==> src/segint_pkg.sv <==
package segint_pkg;

  // parallel threshold register
  localparam int unsigned EpsW = 24;
  localparam logic [EpsW-1:0] EpsReset = 24'd1678;

endpackage

==> src/segint_check.sv <==
module segint_check import segint_pkg::*; #(
  parameter int unsigned COORD_BITS      = 24,
  parameter int unsigned PARAM_FRAC_BITS = 16
) (
  input  logic                           clk_i,
  input  logic                           rst_ni,
  input  logic [EpsW-1:0]                eps_i,
  input  logic                           in_valid_i,
  output logic                           in_ready_o,
  input  logic signed [2*COORD_BITS+2:0] d_i,
  input  logic signed [2*COORD_BITS+2:0] sn_i,
  input  logic signed [2*COORD_BITS+2:0] tn_i,
  input  logic signed [COORD_BITS:0]     vx_i,
  input  logic signed [COORD_BITS:0]     vy_i,
  input  logic [PARAM_FRAC_BITS+1:0]     prev_i,
  output logic                           out_valid_o,
  input  logic                           out_ready_i,
  output logic                           hit_o,
  output logic [2*COORD_BITS+2:0]        num_o,
  output logic [2*COORD_BITS+2:0]        den_o,
  output logic signed [COORD_BITS:0]     vx_o,
  output logic signed [COORD_BITS:0]     vy_o,
  output logic [PARAM_FRAC_BITS+1:0]     prev_o
);

  localparam int unsigned SW = 2 * COORD_BITS + 3;
  localparam int unsigned BW = PARAM_FRAC_BITS + 2;

  logic                 v_q, rdy;
  logic signed [SW-1:0] ad, atn, asn;
  logic                 hit;
  logic                 hit_q;
  logic [SW-1:0]        num_q, den_q;
  logic signed [COORD_BITS:0] vx_q, vy_q;
  logic [BW-1:0]        prev_q;

  assign rdy        = !v_q || out_ready_i;
  assign in_ready_o = rdy;

  // fold the sign of d into both numerators, then range checks
  always_comb begin
    ad  = d_i[SW-1] ? -d_i  : d_i;
    atn = d_i[SW-1] ? -tn_i : tn_i;
    asn = d_i[SW-1] ? -sn_i : sn_i;
    hit = (d_i != '0)
       && ($unsigned(ad) >= {{(SW-EpsW){1'b0}}, eps_i})
       && !atn[SW-1] && (atn <= ad)
       && !asn[SW-1] && (asn <= ad);
  end

  always_ff @(posedge clk_i or negedge rst_ni) begin
    if (!rst_ni) begin
      v_q <= 1'b0;
    end else if (rdy) begin
      v_q <= in_valid_i;
    end
  end

  always_ff @(posedge clk_i) begin
    if (rdy) begin
      hit_q  <= hit;
      num_q  <= $unsigned(atn);
      den_q  <= $unsigned(ad);
      vx_q   <= vx_i;
      vy_q   <= vy_i;
      prev_q <= prev_i;
    end
  end

  assign out_valid_o = v_q;
  assign hit_o       = hit_q;
  assign num_o       = num_q;
  assign den_o       = den_q;
  assign vx_o        = vx_q;
  assign vy_o        = vy_q;
  assign prev_o      = prev_q;

endmodule

==> config.mk <==
export PLATFORM = sky130hd
export DESIGN_NAME = segint_check
export DESIGN_NICKNAME = d
export VERILOG_FILES = /design/src/segint_pkg.sv /design/src/segint_check.sv
export SDC_FILE = /design/constraint.sdc
export NUM_CORES = 1
export LEC_CHECK = 0
export BUFFER_PORTS_ARGS = -buffer_cell sky130_fd_sc_hd__buf_2
export CAP_MARGIN = 10
export CORE_AREA = 2 2 165 167
export DETAILED_ROUTE_END_ITERATION = 10
export DIE_AREA = 0 0 167 169
export GPL_ROUTABILITY_DRIVEN = 0
export GPL_TIMING_DRIVEN = 0
export PLACE_DENSITY = 0.77
export SYNTH_ARGS = -nofsm -noshare
export SYNTH_HDL_FRONTEND = slang
export SYNTH_SLANG_ARGS = --single-unit
==> constraint.sdc <==
create_clock -name clk_i -period 7.9 [get_ports clk_i]
set_input_delay 0.79 -clock clk_i [delete_from_list [all_inputs] [get_ports clk_i]]
set_output_delay 0.79 -clock clk_i [all_outputs]
set_load 0.02 [all_outputs]
# == Yosys cells after proc, flatten, opt, wreduce, memory -nomap -nowiden ==
# Cells that the tools add are included.
# W data, S select, Z words.
# totals
register_bits,172
inputBits,249
# classes
addsub,3
magnitude_cmp,3
n_mux,3
reduce_logical,10
# op_table
operator,n
$mux W51,3
$neg A51 Y51,3
$le A51 B51 Y1,2
$ge A51 B24 Y1,1
$reduce_bool A51 Y1,1
$logic_and A1 B1 Y1,5
$logic_not A1 Y1,3
$logic_or A1 B1 Y1,1

# == Logic depth before layout (Yosys ltp) ==
# logic_depth
ltp_word,8
depth_mapped,20
ltp_nobuf,19

# == Least setup slack after synthesis ==
# Ideal clock, no wire load.
# synth_timing
kind,input -> output
startpoint,input out_ready_i
endpoint,output in_ready_o
t_arrival_ns,5.058
slack_ns,2.052
stages,1
cell_sequence,nand2b_1
# synth_via
elab_chain_cells,1
# synth_rtl
item,line,rtl
start: declaration,segint_check.sv:17,"input logic out_ready_i,"
$logic_or A1 B1 Y1,segint_check.sv:37,assign rdy = !v_q || out_ready_i;
end: declaration,segint_check.sv:9,"output logic in_ready_o,"
# Every way passes these cells.

# == Final worst setup path ==
# layout_timing
startpoint,input d_i[50]
endpoint,"register hit_q (netlist: hit_o), data pin"
# layout_via
elab_chain_cells,8
elab_cells_between_ends,15
cone_classes,add/sub (1); order compare (3); mux (3); reduce/logical (8)
# layout_rtl
item,line,rtl
start: declaration,segint_check.sv:10,"input logic signed [2*COORD_BITS+2:0] d_i,"
$neg A51 Y51,segint_check.sv:42,ad = d_i[SW-1] ? -d_i : d_i;
$mux W51,segint_check.sv:42,
$ge A51 B24 Y1,segint_check.sv:46,"&& ($unsigned(ad) >= {{(SW-EpsW){1'b0}}, eps_i})"
$logic_and A1 B1 Y1,segint_check.sv:46,
$logic_and A1 B1 Y1 (2 in series),segint_check.sv:47,&& !atn[SW-1] && (atn <= ad)
$logic_and A1 B1 Y1,segint_check.sv:48,&& !asn[SW-1] && (asn <= ad);
$logic_and A1 B1 Y1 (*),segint_check.sv:48,
via hit,segint_check.sv:31,logic hit;
end signal: assignment,segint_check.sv:61,hit_q <= hit;
end: declaration,segint_check.sv:32,logic hit_q;
# The timed path passes the listed nets; every way through them passes the cells marked *.
# A chain may end at the register's enable or synchronous reset.

==> flow_metrics.env <==
export IMPL_reg2reg_to="den_o[44]"
export IMPL_fin_total_pwr_uw=2780
export IMPL_fin_util_pct=57.2
export IMPL_cts_tree="yes"
export IMPL_die_h_um=169
export IMPL_critical_path_class="primary input to register"
export IMPL_dr_pass1_iters=5
export IMPL_dr_wl_met2_um=20100
export IMPL_postRouteAntennaNets=0
export IMPL_grt_pass1_vias=11100
export IMPL_synth_edf_count=171
export IMPL_fin_skew_ns=0.00943
export IMPL_dieArea_sq_mm=0.0282
export IMPL_place_area_sq_mm=0.0146
export IMPL_max_freq_mhz=152
export IMPL_r2r_cells=2
export IMPL_max_cap_viol_count=0
export IMPL_postCtsSetupRepairBufs=0
export IMPL_max_vdd_ir_drop_uv=168
export IMPL_endpoint_kind="register"
export IMPL_maxSlewViolCount=0
export IMPL_synthFlopType="edfxtp_1"
export IMPL_start_util_pct=45.1
export IMPL_clock_latency_ns=0.43
export IMPL_grt_overflow=0
export IMPL_tightest_slew_ns=1.09
export IMPL_cts_root_buf="clkbuf_16"
export IMPL_grt_max_degree=75
export IMPL_drive_gt1_share_pct=29.8
export IMPL_cp_required_ns=8.06
export IMPL_yosys_top_cells_count="edfxtp_1, ha_1, xnor2_1"
export IMPL_ctsHoldBuffers=0
export IMPL_r2r_start="out_valid_o"
export IMPL_drt_iter0_drc=939
export IMPL_power_density_mw_per_mm2=183
export IMPL_nets=1953
export IMPL_slowest_stage="clkbuf_1"
export IMPL_finalCritPeriodShare_pct=83.4
export IMPL_setup_viol=0
export IMPL_synth_nets=1512
export IMPL_worstPathArrival_ns=6.75
export IMPL_crit_fanout=10
export IMPL_syn_cell_area_sq_mm=0.0120
export IMPL_wl_um=42200
export IMPL_status="finished, final reports clean"
export IMPL_port_buffer_count=419
export IMPL_slew_headroom_pct=26.7
export IMPL_worstSetupStartpointType="primary input"
export IMPL_synth_most_common_cell="edfxtp_1"
export IMPL_num_vias=11200
export IMPL_top_layer="met5"
export IMPL_rsz0062_at_grt="false"
export IMPL_dp_hpwl_um=34100
export IMPL_syn_avg_cell_area_sq_um=10.5
export IMPL_core_sq_mm=0.0265
export IMPL_synth_top_area_share_pct=42.9
export IMPL_p_leak_uw=0.00646
export IMPL_post_place_cells=1905
export IMPL_synth_cell_types=69
export IMPL_max_stage_delay_ns=0.76
export IMPL_finalInstanceArea_sq_mm=0.0152
export IMPL_wl_met1_um=16400
export IMPL_cp_cell_sequence="buf_2 -> clkbuf_1 -> clkbuf_1 -> buf_1 -> clkbuf_1 -> clkbuf_1 -> o41ai_1 -> xnor2_1 -> ha_1 -> nand4_1 -> nor4_1 -> o31ai_1 -> a32oi_1 -> o2111ai_1 -> and4_1 -> a211oi_1 -> nor4_2"
export IMPL_ys_top_cells_by_area="edfxtp_1, ha_1, xnor2_1, o31ai_1, inv_1"
export IMPL_synth_warnings=0
export IMPL_final_hold_viol_count=0
export IMPL_clk_pin_slew_ns=0.07
export IMPL_antenna_found_initial=16
export IMPL_rows=60
export IMPL_r2r_slack_ns=6.16
export IMPL_die_width_um=167
export IMPL_hp_class="primary input to asynchronous set/reset pin"
export IMPL_async_flop_share_pct=0.581
export IMPL_cts_max_path_buffers=2
export IMPL_post_route_min_period_ns=6.59
export IMPL_yosysTopAreaCell="edfxtp_1"
export IMPL_ios=422
export IMPL_cts_resized=0
export IMPL_numCtsBuffers=17
export IMPL_syn_to_final_growth_pct=26.8
export IMPL_track_usage_pct=28.9
export IMPL_ys_seq_area_share_pct=43.1
export IMPL_drc=0
export IMPL_avgViaCountPerCell=5.76
export IMPL_synth_seq_cells=172
export IMPL_cts_sinks=172
export IMPL_fin_cells=1949
export IMPL_cpMostUsedCell="clkbuf_1"
export IMPL_fin_hold_ws_ns=0.114
export IMPL_grt_pass1_wl_um=62100
export IMPL_synth_cells=1142
export IMPL_wl_met3_um=4130
export IMPL_h_tree_depth=4
export IMPL_drt_wirelength_per_cell_um=21.6
power by group:
part | total [uW] | internal [uW] | switching, uW
logic | 803 | 297 | 505
registers | 1130 | 1110 | 19.8
clock network | 852 | 424 | 428
per-stage QoR:
step | worst slack [ns] | TNS [ns]
6_report | 1.31 | 0
5_1_grt | 1.05 | 0
4_1_cts | 1.43 | 0
3_5_place_dp | 1.01 | 0
3_3_place_gp | -0.406 | -0.406
2_1_floorplan | 2.05 | 0
sequential cells by signal, summed over array words and instances (netlist names):
signal and count:
den_o 51, num_o 51, vx_o 25, vy_o 25
prev_o 18, hit_o 1, out_valid_o 1
worst max-delay path: cells and delay by family:
family / cells / cell delay (ns)
buffers and inverters: 6 / 2.95
adders and majority gates: 1 / 0.31
and+or+nand+nor: 4 / 1.13
AOI/OAI and AO/OA: 5 / 1.37
xor gates and xnor gates: 1 / 0.18
metal layers:
metal,track usage (%),vias to the layer above
met2,49.1,604
met3,8.00,117
li1,-,5245
met5,0,-
met1,35.0,5258
met4,11.4,8
cells by family (layout without fill, tap and decap cells):
group	count (synthesis)	after routing	synth area share, %
buffers and inverters	117	571	3.78
AND/OR/NAND/NOR	324	324	14.9
AO/OA/AOI/OAI	257	257	14.3
adder cells (fa/ha/maj)	121	121	12.7
other	0	12	0
flip-flops	172	172	43.1
multiplexers	1	1	0.0942
XOR/XNOR	150	150	11.1
area by class of cell:
type,count,area [sq um]
clock buffer,18,429
clock inverter,14,155
antenna,12,30.0
timing repair buffer,422,2160
multi-input combinational,853,6350
buffer,26,110
tap,341,427
fill,2318,11300
sequential,172,5160
inverter,91,342
layout by cell type, fill, tap and decap left out, drive strengths merged, types with 33 or more instances in the layout:
| master | netlist | layout |
|---|---|---|
| buf | 5 | 427 |
| edfxtp | 171 | 171 |
| ha | 121 | 121 |
| xnor2 | 117 | 117 |
| inv | 91 | 96 |
| nand2 | 79 | 79 |
| o21ai | 68 | 68 |
| o31ai | 48 | 48 |
| a21oi | 47 | 47 |
| clkbuf | 21 | 39 |
| nor2 | 38 | 38 |
| nand4 | 33 | 33 |
how the worst max path moves through the flow:
stage	from	endpoint	slack [ns]
3_3_place_gp	out_ready_i	in_ready_o	-0.41
6_report	d_i[50]	hit_o	1.31
4_1_cts	d_i[50]	hit_o	1.43
2_1_floorplan	out_ready_i	in_ready_o	2.05
5_1_grt	d_i[50]	hit_o	1.05
3_5_place_dp	d_i[50]	hit_o	1.01
Power figures use the tool's default switching activity.
