<file path="config.mk">
export PLATFORM = sky130hd
export DESIGN_NAME = segint_div
export DESIGN_NICKNAME = d
export VERILOG_FILES = /design/src/segint_pkg.sv /design/src/segint_div.sv
export SDC_FILE = /design/constraint.sdc
export NUM_CORES = 2
export LEC_CHECK = 0
export BUFFER_PORTS_ARGS = -buffer_cell sky130_fd_sc_hd__buf_4
export CAP_MARGIN = 20
export CORE_MARGIN = 2
export CORE_UTILIZATION = 47
export CTS_CLUSTER_SIZE = 14
export DETAILED_ROUTE_END_ITERATION = 8
export PLACE_DENSITY_LB_ADDON = 0.1
export SYNTH_ARGS = -nofsm -noshare
export SYNTH_HDL_FRONTEND = slang
export SYNTH_SLANG_ARGS = --single-unit
</file>
<file path="constraint.sdc">
create_clock -name clk_i -period 14.6 [get_ports clk_i]
set_clock_uncertainty 0.05 [all_clocks]
set_input_delay 0.73 -clock clk_i [delete_from_list [all_inputs] [get_ports clk_i]]
set_output_delay 0.73 -clock clk_i [all_outputs]
set_load 0.05 [all_outputs]
</file>
<file path="src/segint_pkg.sv">
package segint_pkg;

  // parallel threshold register
  localparam int unsigned EpsW = 24;
  localparam logic [EpsW-1:0] EpsReset = 24'd1678;

endpackage

</file>
<file path="src/segint_div.sv">
module segint_div import segint_pkg::*; #(
  parameter int unsigned COORD_BITS      = 24,
  parameter int unsigned PARAM_FRAC_BITS = 16
) (
  input  logic                           clk_i,
  input  logic                           rst_ni,
  input  logic                           in_valid_i,
  output logic                           in_ready_o,
  input  logic                           hit_i,
  input  logic [2*COORD_BITS+2:0]        num_i,
  input  logic [2*COORD_BITS+2:0]        den_i,
  input  logic signed [COORD_BITS:0]     vx_i,
  input  logic signed [COORD_BITS:0]     vy_i,
  input  logic [PARAM_FRAC_BITS+1:0]     prev_i,
  output logic                           out_valid_o,
  input  logic                           out_ready_i,
  output logic                           hit_o,
  output logic [PARAM_FRAC_BITS:0]       quot_o,
  output logic signed [COORD_BITS:0]     vx_o,
  output logic signed [COORD_BITS:0]     vy_o,
  output logic [PARAM_FRAC_BITS+1:0]     prev_o
);

  localparam int unsigned SW = 2 * COORD_BITS + 3;
  localparam int unsigned BW = PARAM_FRAC_BITS + 2;
  localparam int unsigned QW = PARAM_FRAC_BITS + 1;
  localparam int unsigned NS = PARAM_FRAC_BITS + 1;

  logic                       v_q    [NS];
  logic                       rdy    [NS];
  logic                       hit_q  [NS];
  logic [SW-1:0]              r_q    [NS];
  logic [SW-1:0]              den_q  [NS];
  logic [QW-1:0]              q_q    [NS];
  logic signed [COORD_BITS:0] vx_q   [NS];
  logic signed [COORD_BITS:0] vy_q   [NS];
  logic [BW-1:0]              prev_q [NS];

  assign in_ready_o = rdy[0];

  // one quotient bit per stage: restoring compare and subtract
  for (genvar k = 0; k < NS; k++) begin : g_step
    logic          v_in, hit_in;
    logic [SW:0]   r_sh;
    logic [SW-1:0] den_in;
    logic [QW-1:0] q_in;
    logic signed [COORD_BITS:0] vx_in, vy_in;
    logic [BW-1:0] prev_in;
    logic          bit_d;
    logic [SW-1:0] r_d;

    if (k == 0) begin : g_first
      assign v_in    = in_valid_i;
      assign hit_in  = hit_i;
      assign r_sh    = {1'b0, num_i};
      assign den_in  = den_i;
      assign q_in    = '0;
      assign vx_in   = vx_i;
      assign vy_in   = vy_i;
      assign prev_in = prev_i;
    end else begin : g_next
      assign v_in    = v_q[k-1];
      assign hit_in  = hit_q[k-1];
      assign r_sh    = {r_q[k-1], 1'b0};
      assign den_in  = den_q[k-1];
      assign q_in    = q_q[k-1];
      assign vx_in   = vx_q[k-1];
      assign vy_in   = vy_q[k-1];
      assign prev_in = prev_q[k-1];
    end

    if (k == NS - 1) begin : g_last
      assign rdy[k] = !v_q[k] || out_ready_i;
    end else begin : g_mid
      assign rdy[k] = !v_q[k] || rdy[k+1];
    end

    assign bit_d = (r_sh >= {1'b0, den_in});
    assign r_d   = bit_d ? SW'(r_sh - {1'b0, den_in}) : SW'(r_sh);

    always_ff @(posedge clk_i or negedge rst_ni) begin
      if (!rst_ni) begin
        v_q[k] <= 1'b0;
      end else if (rdy[k]) begin
        v_q[k] <= v_in;
      end
    end

    always_ff @(posedge clk_i) begin
      if (rdy[k]) begin
        hit_q[k]  <= hit_in;
        r_q[k]    <= r_d;
        den_q[k]  <= den_in;
        q_q[k]    <= {q_in[QW-2:0], bit_d};
        vx_q[k]   <= vx_in;
        vy_q[k]   <= vy_in;
        prev_q[k] <= prev_in;
      end
    end
  end

  assign out_valid_o = v_q[NS-1];
  assign hit_o       = hit_q[NS-1];
  assign quot_o      = q_q[NS-1];
  assign vx_o        = vx_q[NS-1];
  assign vy_o        = vy_q[NS-1];
  assign prev_o      = prev_q[NS-1];

endmodule
</file>
Yosys cells after proc, flatten, opt, wreduce, memory -nomap -nowiden --
Memories as Yosys holds them, arrays and structs flattened. Index checks and enable logic that the tools add are counted.
Storage, ports and cells: flip-flop bits (word level) 17, RAM bits 3196, input bits 175, output and inout port bits 88, memories 7
Operators by class: add/subtract/negate cells 17, $lt $le $gt $ge 17, muxes and demuxes 51, reductions and logical operators 34
Memories:
- den_q | depth 17, bits a word 51, rd ports 16, clocked after Yosys merged registers in 0, write ports 17, RTL line segint_div.sv:33 | logic [SW-1:0] den_q [NS];
- r_q | depth 17, bits a word 51, rd ports 16, clocked after Yosys merged registers in 0, write ports 17, RTL line segint_div.sv:32 | logic [SW-1:0] r_q [NS];
- vx_q | depth 17, bits a word 25, rd ports 17, clocked after Yosys merged registers in 0, write ports 17, RTL line segint_div.sv:35 | logic signed [COORD_BITS:0] vx_q [NS];
- vy_q | depth 17, bits a word 25, rd ports 17, clocked after Yosys merged registers in 0, write ports 17, RTL line segint_div.sv:36 | logic signed [COORD_BITS:0] vy_q [NS];
- prev_q | depth 17, bits a word 18, rd ports 17, clocked after Yosys merged registers in 0, write ports 17, RTL line segint_div.sv:37 | logic [BW-1:0] prev_q [NS];
- q_q | depth 17, bits a word 17, rd ports 17, clocked after Yosys merged registers in 0, write ports 17, RTL line segint_div.sv:34 | logic [QW-1:0] q_q [NS];
- 1 more memories
Operator list (number):
- 2-to-1 mux 51 bit | 17
- subtractor 51 bit | 17
- >= comparator 52 x 51 -> 1 bit | 16
- >= comparator 51 bit | 1
- 2-to-1 mux 1 bit | 34
- logical NOT 1 bit | 17
- logical OR 1 bit | 17

Logic depth before layout (Yosys ltp) --
word-level depth 20, depth in mapped cells 17, depth with buffers taken out 15

Worst setup path after synthesis --
No wires, ideal clock.
kind input-to-reg, start point input port out_ready_i, end point memory den_q[0][0] (netlist name), enable pin, library setup time 1.508 ns, arrival time 14.458 ns, required time 13.042 ns, setup slack -1.416 ns, cell stages on the path 11, path buffers 0, cells stage by stage nor2b_1 nand2_1 nor2_1 and2_1 and3_1 and3_1 and3_1 and2_1 nand3_1 nor2_1 nand2_1
RTL lines:
- start, declared | RTL line segint_div.sv:16 | input logic out_ready_i,
- end, declared | RTL line segint_div.sv:33

==> reports/qor_table.md <==
| Quantity | Value |
|:---|:---|
| Number of design-rule violations left by the first detailed-router iteration | 5729 |
| Post-synthesis share of cell area spent on and, or, nand and nor gates | 7.738% |
| Post-synthesis instance area | 145100 sq um |
| Crit. End Element | output port |
| Setup Viol. Count Final | 0 |
| GRT Residual Overflow | 0 |
| Largest stage delay on the critical path | 0.64 ns |
| Startpoint of the most critical register-to-register path | out_valid_o |
| Placed wire-length estimate after detailed placement | 237.3 mm |
| Area fraction in compound gates after synthesis | 12.98% |
| Average wire length per cell after detail routing | 19.19 um |
| Unrepaired setup endpoints after global routing | false |
| Wire length of the first global-routing pass | 501.6 mm |
| Dominant cell type by count on the critical path | sky130_fd_sc_hd__and3_1 |
| Share of the synthesized area in the top cell type | 61.24% |
| Maximum number of pins on one net before global-route repair | 129 |
| First drt pass iteration count | 8 |
| Y dimension of the die | 559.5 um |
| Cell type group with the largest total delay on the critical path | simple AND/OR/NAND/NOR gates |
| Overall global routing resource usage | 20.06% |
| Via count of the first global-routing pass | 91497 |
| # resized after CTS | 0 |
| Power density of the placed cells | 227.4 nW/um^2 |
| Hold_sp | num_i[41] |
| Hold Path Cell Cnt | 3 |
| Starting density of the core | 47.31% |
| Number of remaining DRC errors | 0 |
| Setup WS pre-CTS | 7.029 ns |
| Worst R2R End | prev_q[1][8] |
| Net count reported at finish | 13224 |
| Count of final hold-check violations | 0 |
| Number of synthesized register bits | 2975 |
| Via density per instance | 5.393 |
| Leading cell types by count after synthesis | sky130_fd_sc_hd__edfxtp_1 (2958), sky130_fd_sc_hd__inv_1 (1075), sky130_fd_sc_hd__a21oi_1 (959) |
| Cell area after layout | 163300 sq um |
| Hold worst-path end | r_q[0][41] |
| Peak ir drop on the vdd network | 0.1274 mV |
| CTS tree | built |
| Share of synthesized cell area in full adder, half adder and majority cells | 7.691% |
| Worst Setup Start Kind | flop |
| Type of the worst setup path | flop to output port |
| Skew-Pair Late Insertion Delay | 0.94 ns |
| Static leakage | 66.71 nW |
| Die width | 559.5 um |
| Share of layout cells above drive strength 1 | 8.626% |
| Worst-path fanout max | 53 |
| Number of fill cells in the layout | 25563 |
| Post-CTS Setup Inserts | 0 |
| Cell area after placement | 151700 sq um |
| Antenna violations before repair | 3 |
| Time the worst path needs with I/O delays and setup | 7.362 ns |
| GP Congestion | 0.9782 |
| Worst-case clock buffer depth | 4 |
| Area added between synthesis and finish | 12.60% |
| Met1 track utilization from global routing | 23.00% |
| Path type of the worst min-delay path | primary input to flop |
| Count of standard-cell rows | 203 |
| Slew of the pin with the lowest slew margin | 1.086 ns |
| Cell-by-cell trace of the critical path | nor2b_1 -> nand2_4 -> nor2_1 -> and2_1 -> and3_1 -> and3_1 -> and3_1 -> and2_1 -> nand3_4 -> nor2_1 -> nand2_4 -> buf_4 |
| H-tree levels | 5 |
| Post-CTS clock slew at the launch and capture registers of the worst setup and hold paths | 0.05 ns |
| Port Buffers | 262 |
| Clk sinks | 2975 |
| Total count of max-transition violations in the final report | 0 |
| CP required | 13.82 ns |
| Max cap viols | 0 |
| Synth Area in XOR/XNOR | 4.498% |
| I/O pin cnt | 263 |
| Number of nets with antenna violations after routing | 0 |
| Synthesis Warnings | 0 |
| EDFF count, synth | 2958 |
| Flip-flop and latch area | 89250 sq um |
| Cell type with the highest aggregate area in the netlist | sky130_fd_sc_hd__edfxtp_1 |
| Max-slew headroom | 25.71% |
| Count of cell types in the netlist | 87 |
| Number of buffers created by CTS | 323 |
| Number of cells on the critical path | 12 |
| Ys async rst share | 0.5714% |
| Leading post-synthesis cells by cell area | sky130_fd_sc_hd__edfxtp_1 (61%), sky130_fd_sc_hd__ha_1 (7.5%), sky130_fd_sc_hd__a21oi_1 (3.3%) |
| Core area | 306600 sq um |
| Main synth FF type | sky130_fd_sc_hd__edfxtp_1 |
| Tcrit/Tclk final | 50.42% |
| Number of cells traversed by the worst register-to-register path | 13 |
| Worst setup startpoint | out_valid_o |
| Buffer type at the clock tree root | sky130_fd_sc_hd__clkbuf_16 |
| Cell with the most instances after synthesis | sky130_fd_sc_hd__edfxtp_1 |
| Total buffers and inverters traversed by the critical path | 1 |
| Count of vias placed by the detailed router | 89101 |
| Post-synthesis sequential area ratio | 61.53% |
| Combined area of the multi-input logic cells | 50610 sq um |
| Global-route met2 utilization | 36.45% |
| Met3 capacity usage during global routing | 2.298% |
| Dominant combinational cell family by area after synthesis | compound AO/OA/AOI/OAI gates |
| Die ar. | 313100 sq um |
| Share of cell area taken by muxes after synthesis | 1.834% |
| Hold Buf Count CTS | 138 |
| Run status | completed |
| Total Wirelength | 317.0 mm |
| Post-synthesis net count | 12777 |
| Gate Count Post-Synth | 11720 |
| Mean instance size in the synthesized netlist | 12.38 sq um |
| Reg2Reg Setup Slack | 7.65 ns |
| Post-route worst setup slack | 7.238 ns |
| Sum of negative setup slack | 0 ns |
| Highest-utilization routing layer at the global route stage | met2 |
| WP data arrival | 6.58 ns |
| FMAX | 0.1358 GHz |
| Worst-path cell with the longest stage delay | sky130_fd_sc_hd__nor2_1 |
[worst max path at each step]
stage,to,slack [ns]
2_1_floorplan,den_q[0][0],0.76
3_3_place_gp,vy_q[0][38],7.12
3_5_place_dp,vy_q[0][30],7.03
4_1_cts,in_ready_o,7.01
5_1_grt,in_ready_o,6.76
6_report,in_ready_o,7.24
[stage by stage]
step	total power [W]	std cells	hold WS [ns]	util [%]
6_report	0.03714	16521	0.08543	53.27
5_1_grt	0.03981	16520	0.04290	53.27
4_1_cts	0.03736	16515	0.003790	53.27
3_5_place_dp	0.02933	15803	0.3545	49.47
3_3_place_gp	0.02909	15801	0.3507	49.47
2_1_floorplan	0.02540	11720	0.3503	-
[registers in the layout, summed over array words and instances (netlist names)]
| signal | cells |
|---|---|
| g_step.v_in | 16 |
| prev_q | 306 |
| q_q | 153 |
| r_q | 816 |
| vx_q | 425 |
| vy_q | 425 |
| out_valid_o | 1 |
| den_q | 816 |
| hit_q | 17 |
[report_power, final]
group / internal, W / switching (W)
clock: 0.00454 / 0.00326
sequential: 0.0127 / 0.00110
combinational: 0.00637 / 0.00917
total: 0.0236 / 0.0135
[worst register-to-register path: stages (launching register included)]
cell                      delay, ns
sky130_fd_sc_hd__dfrtp_1       0.33
sky130_fd_sc_hd__nor2b_1       0.57
sky130_fd_sc_hd__nand2_4       0.38
sky130_fd_sc_hd__nor2_1        0.51
sky130_fd_sc_hd__and2_1        0.40
sky130_fd_sc_hd__and3_1        0.46
sky130_fd_sc_hd__and3_1        0.47
sky130_fd_sc_hd__and3_1        0.36
sky130_fd_sc_hd__and2_1        0.46
sky130_fd_sc_hd__nand3_4       0.60
sky130_fd_sc_hd__nor2_1        0.69
sky130_fd_sc_hd__inv_6         0.33
sky130_fd_sc_hd__buf_4         0.44
sky130_fd_sc_hd__buf_4         0.52
[cells by family after synthesis]
group	after synthesis
compound gates	3064
flops	2975
simple gates	2395
buf+inv	1422
fa+ha+maj	882
xor+xnor	745
mux	237
[final cells by class]
type	instances	area share [%]
Sequential cell	2975	54.65
Antenna cell	5	0.007661
Clock buffer	403	5.152
Tap cell	4100	3.141
Inverter	1075	2.498
Clock inverter	171	1.125
Multi-Input combinational cell	7323	30.99
Timing Repair Buffer	469	2.441
[metal layers]
metal,vias to the layer above,share of wire (%)
met5,-,0
met4,0,5.9
met3,754,3.2
met2,2030,51
met1,42271,40
li1,44046,-
[cells in the final DEF, fill, tap and decap left out, types with 308 or more instances in the layout]
| cell type | n |
|---|---|
| sky130_fd_sc_hd__edfxtp_1 | 2958 |
| sky130_fd_sc_hd__inv_1 | 1067 |
| sky130_fd_sc_hd__a21oi_1 | 959 |
| sky130_fd_sc_hd__nand2_1 | 922 |
| sky130_fd_sc_hd__ha_1 | 866 |
| sky130_fd_sc_hd__o21ai_0 | 848 |
| sky130_fd_sc_hd__nor2_1 | 502 |
| sky130_fd_sc_hd__a21o_1 | 490 |
| sky130_fd_sc_hd__xnor2_1 | 437 |
| sky130_fd_sc_hd__clkbuf_16 | 324 |
| sky130_fd_sc_hd__buf_4 | 319 |
| sky130_fd_sc_hd__xor2_1 | 308 |
Power figures use the tool's default switching activity.
